<file path="config.mk">
export PLATFORM = sky130hd
export DESIGN_NAME = abts_weight
export DESIGN_NICKNAME = d
export VERILOG_FILES = /design/src/design/abts_pkg.sv /design/src/design/abts_weight.sv
export SDC_FILE = /design/constraint.sdc
export NUM_CORES = 2
export LEC_CHECK = 0
export BUFFER_PORTS_ARGS = -buffer_cell sky130_fd_sc_hd__buf_2
export CORE_ASPECT_RATIO = 0.8
export CORE_MARGIN = 3
export CORE_UTILIZATION = 55
export DETAILED_ROUTE_END_ITERATION = 10
export HOLD_SLACK_MARGIN = 0.12
export PLACE_DENSITY = 0.74
export RECOVER_POWER = 100
export SLEW_MARGIN = 25
export SYNTH_ARGS = -nofsm -noshare
export SYNTH_HDL_FRONTEND = slang
export SYNTH_SLANG_ARGS = --single-unit
</file>
<file path="constraint.sdc">
create_clock -name i_clk -period 7.8 [get_ports i_clk]
set_input_delay 1.56 -clock i_clk [delete_from_list [all_inputs] [get_ports i_clk]]
set_output_delay 1.56 -clock i_clk [all_outputs]
set_load 0.1 [all_outputs]
</file>
<file path="src/design/abts_pkg.sv">
// abts_pkg: types and constants for the affine b-spline texture sampler
// no dependencies; used by abts_weight and the top level
package abts_pkg;

    localparam int unsigned CfgW   = 32;
    localparam int unsigned WorldW = 24;
    localparam int unsigned TexW   = 16;
    localparam int unsigned AddrW  = 16;
    localparam int unsigned IdxW   = 3;
    localparam int unsigned NumCfg = 6;

    // register indexes
    localparam logic [IdxW-1:0] RegXx = 3'd0;
    localparam logic [IdxW-1:0] RegXy = 3'd1;
    localparam logic [IdxW-1:0] RegXt = 3'd2;
    localparam logic [IdxW-1:0] RegYx = 3'd3;
    localparam logic [IdxW-1:0] RegYy = 3'd4;
    localparam logic [IdxW-1:0] RegYt = 3'd5;

    localparam logic KindLoad   = 1'b0;
    localparam logic KindSample = 1'b1;

    // sequencer states
    typedef enum logic [3:0] {
        S_IDLE,
        S_MUL,
        S_CHECK,
        S_SCALE,
        S_SPLIT,
        S_WGT,
        S_ADDR,
        S_READ,
        S_MAC1,
        S_MAC2,
        S_ROUND,
        S_OUT
    } t_state;

    // request/response between top level and weight unit
    typedef struct packed {
        logic        start;
        logic [15:0] t;
    } t_wreq;

    typedef struct packed {
        logic        done;
        logic [16:0] w0;
        logic [16:0] w1;
        logic [16:0] w2;
        logic [16:0] w3;
    } t_wrsp;

endpackage

</file>
<file path="src/design/abts_weight.sv">
// abts_weight: cubic b-spline weights for one Q0.16 fraction
// uses abts_pkg; one shared multiplier, reciprocal divide by six
module abts_weight (
    input  logic            i_clk,
    input  logic            i_rst_n,
    input  abts_pkg::t_wreq i_req,
    output abts_pkg::t_wrsp o_rsp
);
    import abts_pkg::*;

    // step codes
    localparam logic [3:0] StT2 = 4'd0;
    localparam logic [3:0] StT3 = 4'd1;
    localparam logic [3:0] StS2 = 4'd2;
    localparam logic [3:0] StS3 = 4'd3;
    localparam logic [3:0] StD0 = 4'd4;
    localparam logic [3:0] StD2 = 4'd5;
    localparam logic [3:0] StD3 = 4'd6;
    localparam logic [3:0] StEnd = 4'd7;
    localparam logic [3:0] StDone = 4'd8;

    // ceil(2^22 / 6): exact floor division by six for numerators below 2^21
    localparam logic [19:0] RecipSix = 20'd699051;

    logic        r_busy;
    logic [3:0]  r_step;
    logic [16:0] r_t, r_s;
    logic [33:0] r_t2, r_s2;
    logic [50:0] r_t3, r_s3;
    logic [16:0] r_w0, r_w2, r_w3;
    logic        r_done;
    // divider
    logic [19:0] r_y;
    logic [16:0] r_quo;
    logic        r_dact;

    logic [33:0] mul_a;
    logic [16:0] mul_b;
    logic [50:0] mul_p;
    logic [51:0] n2, dnum;
    logic [39:0] recip_p;
    logic [17:0] sum3;

    // shared multiplier operands
    always_comb begin
        mul_a = r_t2;
        mul_b = r_t;
        case (r_step)
            StT2:    begin mul_a = {17'd0, r_t}; mul_b = r_t; end
            StT3:    begin mul_a = r_t2;         mul_b = r_t; end
            StS2:    begin mul_a = {17'd0, r_s}; mul_b = r_s; end
            StS3:    begin mul_a = r_s2;         mul_b = r_s; end
            default: begin mul_a = r_t2;         mul_b = r_t; end
        endcase
    end
    assign mul_p = 51'(mul_a * mul_b);

    // middle numerator 2^48 + 3t*2^32 + 3t^2*2^16 - 3t^3
    assign n2 = (52'd1 << 48) + 52'(3 * ({35'd0, r_t} << 32))
              + 52'(3 * ({18'd0, r_t2} << 16)) - 52'(3 * {1'b0, r_t3});

    always_comb begin
        case (r_step)
            StD0:    dnum = {1'b0, r_s3} + (52'd3 << 32);
            StD2:    dnum = n2 + (52'd3 << 32);
            default: dnum = {1'b0, r_t3} + (52'd3 << 32);
        endcase
    end

    // divide by 6<<32: drop the low 32 bits, then multiply by the reciprocal of six
    assign recip_p = 40'(r_y) * 40'(RecipSix);
    assign sum3    = 18'(r_w0) + 18'(r_w2) + 18'(r_w3);

    always_ff @(posedge i_clk) begin
        if (!i_rst_n) begin
            r_busy <= 1'b0;
            r_done <= 1'b0;
            r_dact <= 1'b0;
            r_step <= StT2;
        end else begin
            r_done <= 1'b0;
            if (i_req.start) begin
                r_busy <= 1'b1;
                r_step <= StT2;
                r_t    <= {1'b0, i_req.t};
                r_s    <= 17'h10000 - {1'b0, i_req.t};
                r_dact <= 1'b0;
            end else if (r_busy) begin
                if (r_dact) begin
                    // quotient of the scaled numerator
                    r_quo  <= 17'(recip_p >> 22);
                    r_dact <= 1'b0;
                    r_step <= r_step + 4'd1;
                end else begin
                    unique case (r_step)
                        StT2: begin r_t2 <= 34'(mul_p); r_step <= StT3; end
                        StT3: begin r_t3 <= mul_p; r_step <= StS2; end
                        StS2: begin r_s2 <= 34'(mul_p); r_step <= StS3; end
                        StS3: begin r_s3 <= mul_p; r_step <= StD0; end
                        StD0, StD2, StD3: begin
                            // capture the previous quotient, then start the next divide
                            if (r_step == StD2) r_w0 <= r_quo;
                            if (r_step == StD3) r_w2 <= r_quo;
                            r_y    <= dnum[51:32];
                            r_dact <= 1'b1;
                        end
                        StEnd: begin
                            r_w3   <= r_quo;
                            r_step <= StDone;
                        end
                        default: begin
                            r_busy <= 1'b0;
                            r_done <= 1'b1;
                        end
                    endcase
                end
            end
        end
    end

    // tap 1 weight takes the remainder of one
    assign o_rsp.done = r_done;
    assign o_rsp.w0 = r_w0;
    assign o_rsp.w2 = r_w2;
    assign o_rsp.w3 = r_w3;
    assign o_rsp.w1 = (sum3 > 18'h10000) ? 17'd0 : 17'(18'h10000 - sum3);

endmodule

</file>
; ---- Yosys cells after proc, flatten, opt, wreduce, memory -nomap -nowiden
; Cells that the tools add are included.
[word_totals]
regBits = 298
inputBits = 19
output_inout_bits = 69
[op_classes]
addsub = 11
multipliers = 5
n_lt_le_gt_ge = 1
n_eq_ne = 7
muxes = 13
n_bitwise = 4
n_reduce_logical = 18
[ops]
columns = op, n
row1 = $add 51x34->52 const B, 2
row2 = $pmux 52 s2, 1
row3 = $pmux 34 s3, 1
row4 = $add 51x52->52, 1
row5 = $add 52x34->52 const B, 1
row6 = $mul 2x51->52 const A, 1
row7 = $sub 52x52->52, 1
row8 = $add 49x50->51 const A, 1
row9 = $mul 34x17->51, 1
row10 = $mul 20x20->39 const B, 1
row11 = $mul 2x34->36 const A, 1
row12 = $mux 17, 2
row13 = $reduce_and 5->1, 6
row14 = $pmux 4 s5, 1
row15 = $add 17x17->18, 1
row16 = $add 18x17->18, 1
row17 = $gt 18x17->1 const B, 1
row18 = $mul 2x16->18 const A, 1
row19 = $sub 17x16->17 const A, 1
row20 = $sub 17x17->17 const A, 1
row21 = $eq 4x3->1 const B, 4
row22 = $reduce_and 6->1, 2
row23 = $eq 4x2->1 const B, 2
row24 = $reduce_or 8->1, 1
row25 = 12 further kinds, 23

; ---- Depth between registers and ports, before layout
[logic_depth]
ltp_word = 6
depth_mapped = 35
depth_no_buf = 32

; ---- Worst setup path after synthesis
; OpenSTA, ideal clock, no wires.
[synth_timing]
kind = reg-to-reg
start = reg r_step[0]
end = reg r_s3[46], data pin
setup_ns = 0.264
arrival_time_ns = 7.863
path_slack_ns = -0.327
path_stages_with_launch = 33
path_buffers = 4
synth_period_minus_slack_ns = 8.127
cell_sequence = dfxtp_1 -> inv_1 -> ha_1 -> and2_1 -> clkbuf_1 -> nor2_1 -> clkbuf_1 -> buf_1 -> mux2i_1 -> clkbuf_1 -> nor2_1 -> fa_1 -> inv_1 -> fa_1 -> inv_1 -> fa_1 -> fa_1 -> fa_1 -> inv_1 -> fa_1 -> inv_1 -> ha_1 -> a21oi_1 -> o21ai_0 -> a221oi_1 -> nor2_1 -> a21o_1 -> o2111ai_1 -> a21oi_1 -> nor2_1 -> o211ai_1 -> a31oi_1 -> xnor2_1
[synth_via]
elab_chain_cells = 4
[synth_rtl]
columns = item, line
row1 = start: declaration, abts_weight.sv:26  ; logic [3:0] r_step;
row2 = start signal: assignment, abts_weight.sv:79  ; r_step <= StT2;
row3 = start signal: assignment, abts_weight.sv:84  ; r_step <= StT2;
row4 = start signal: assignment, abts_weight.sv:93  ; r_step <= r_step + 4'd1;
row5 = $eq 4x2->1, abts_weight.sv:48  ; case (r_step)
row6 = $reduce_or 2->1 (no source line), --
row7 = $mux 17, abts_weight.sv:48
row8 = $mul 34x17->51 *, abts_weight.sv:56  ; assign mul_p = 51'(mul_a * mul_b);
row9 = net mul_p[46], abts_weight.sv:39  ; logic [50:0] mul_p;
row10 = end signal: assignment, abts_weight.sv:99  ; StS3: begin r_s3 <= mul_p; r_step <= StD0; end
row11 = end: declaration, abts_weight.sv:29  ; logic [50:0] r_t3, r_s3;
; The timed path passes the listed nets; every way through them passes the cells marked *.
; A chain may end at the register's enable or synchronous reset.

; ---- Worst setup path in the final report
[layout_timing]
start = reg r_step[0]
end = reg r_s3[40], data pin
; Same word-level chain as after synthesis.

==> out/metrics.cfg <==
[clock_tree]
clockBufferDepth=3
htreeDepth=1
cts_inserted_buffers=26
insertion_delay_ns=0.57
cts_tree=built
root_buffer=clkbuf_16
cts_sinks=265
clk_pin_slew_ns=0.07

[cells_and_area]
drive_gt1_frac=0.137
syn2layout_area_growth_pct=14.7
final_nets=6050
multiInputGateArea_sq_um=31300
final_common_cell=inv_1
seqCellArea_sq_um=7900
mostFrequentLayoutCells=970 x inv_1, 689 x fa_1, 507 x ha_1
nFillCells=6124

[setup_path]
setup.worst_path.class=flip-flop to flip-flop
crit_arrival_ns=7.97
critPathSlowestCell=fa_1
cp.required_ns=8.09
critPathLaunchType=flip-flop
crit_top_cell=fa_1
cpPeakStageDelay_ns=0.52
cp_max_fo=8
critPathCaptureType=flip-flop

[grt]
grt_pass1_vias=32900
antenna_found_initial=5
grt_max_degree=52
grt_pass1_wl_mm=183
grt_overflow=0
grtUsageTotal=0.292

[logic_synthesis]
synth_edf_count=258
synth.distinct_cells=82
syn_inst=4411
ys_async_sr_fraction=0
syn_avg_cell_area_sq_um=9.67
yosysSeqAreaShare=0.185
yosysWarnings=0
mappedNetlistArea_sq_um=42700
ys_ff_latch=265
syn_nets=5641
ys.flop_type=edfxtp_1

[status]
status=finished with violations
violations=capacitance limit, slew limit

[timing]
relSlewSlack=-0.241
skew_ns=0.0125
slew_violations=33
rsz0062_at_grt=true
setup_viol=0
hold_viol=0
period_share=0.984
min_period_ns=7.68
worst_slew_pin_slew_ns=1.86
max_clock_freq_mhz=130
setup-tns-final_ns=0
whs_ns=0.478

[die]
io-pin-count=88
die-area_sq_um=81000
core_area_sq_um=76100
initial_core_util=0.560
die_w_um=317
die_y_um=255
rows=90

[detailed_routing]
wl_mm=118
routedWlPerCell_um=20.1
vias=33200
drt_iter0_drc=3061
ant_nets=0
drc=0
dr.pass1.iters=6
vias_per_cell=5.66

[placed_design]
io_buffers=87
globalplace.congestion=1.02
dpl.hpwl_mm=99.5

[job]
drv_cap=1

[worst_hold_path]
hold_path.class=flip-flop to flip-flop

## layout make-up
type | count | area share
diodes | 1 | 0.0000511
clock buffers | 37 | 0.0154
clock inverters | 11 | 0.00158
inverters | 975 | 0.0748
multi-input cells | 3061 | 0.640
flip-flops and latches | 265 | 0.161
well taps | 1012 | 0.0259
repair buffers | 491 | 0.0813
## kinds of logic (layout without fill, tap and decap cells)
group	after synthesis	in the layout	synth area share
multiplexers	52	52	0.0127
buffers and inverters	1085	1514	0.0958
adder cells (fa/ha/maj)	1211	1211	0.477
AO/OA/AOI/OAI	543	543	0.0846
AND/OR/NAND/NOR	1072	1072	0.108
XOR/XNOR	183	183	0.0376
other	0	1	0
flip-flops	265	265	0.185
## layer usage
| layer | part of all wire | global-route usage | vias to the layer above |
|---|---|---|---|
| met1 | 0.43 | 0.442 | 16400 |
| met5 | 0.00034 | 0 | - |
| met2 | 0.43 | 0.439 | 1620 |
| li1 | - | - | 14900 |
| met4 | 0.031 | 0.0711 | 6 |
| met3 | 0.11 | 0.0512 | 259 |
## worst paths after layout
kind | from | endpoint | slack, ns | cells after the start
max | r_step[0] | r_s3[40] | 0.12 | 35
min | r_quo[6] | r_w2[6] | 0.48 | 0
max reg2reg | r_step[0] | r_s3[40] | 0.12 | 35
min reg2reg | r_quo[6] | r_w2[6] | 0.48 | 0
## state kept, by name, summed over array words and instances (netlist names), 17 cells and up
register	count
r_t2	34
r_s2	34
r_t3	51
r_w2	17
r_s3	19
r_y	20
r_w3	17
r_s	17
r_w0	17
r_quo	17
## synth_stat cells, types with 12 or more instances
cell | count | area [sq um]
mux2i_1 | 35 | 350
and3_1 | 17 | 106
xor2_1 | 77 | 674
nand2_1 | 511 | 1920
nand3_1 | 51 | 255
nand2b_1 | 13 | 81.3
ha_1 | 520 | 6510
nor3_1 | 36 | 180
nor2_1 | 318 | 1190
nand4_1 | 17 | 106
a21oi_1 | 145 | 726
or3_1 | 13 | 81.3
and2_1 | 23 | 144
a21o_1 | 71 | 533
edfxtp_1 | 258 | 7750
a31oi_1 | 12 | 75.1
nor2b_1 | 20 | 125
mux2_2 | 17 | 191
inv_1 | 975 | 3660
a22oi_1 | 29 | 218
o21ai_0 | 77 | 385
clkbuf_1 | 99 | 372
a211oi_1 | 12 | 90.1
a22o_1 | 21 | 184
o22ai_1 | 21 | 131
o211ai_1 | 16 | 120
fa_1 | 691 | 13800
o21a_1 | 40 | 300
xnor2_1 | 106 | 928
o21bai_1 | 16 | 120
## stage by stage
step	worst slack (ns)	utilization	std cells	cell area [sq um]
6_report	0.122	0.643	5853	49000
4_1_cts	0.0147	0.632	5811	48100
3_5_place_dp	-0.430	0.618	5755	47000
5_1_grt	-0.164	0.643	5852	48900
2_1_floorplan	0.00863	-	4411	42700
3_3_place_gp	-0.367	0.618	5755	47000
## worst max-delay path: cells and delay by family (launching register included)
family	cells	cell delay [ns]
AND/OR/NAND/NOR	7	0.76
buffers and inverters	11	1.37
XOR/XNOR	1	0.12
adder cells (fa/ha/maj)	8	3.07
flip-flops	1	0.38
AO/OA/AOI/OAI	8	1.72
## timing repair
item,4_1_cts,5_1_grt
setup buffers,7,36
hold buffers,0,0
resized for setup,44,103
endpoints found under the setup margin,34,69
pin swaps,11,43
hold endpoints to repair,0,0
gates cloned,1,3
Power is left out: the tool's default activity adds up to more than one toggle a clock period on the data nets, which glitch-free logic cannot reach.
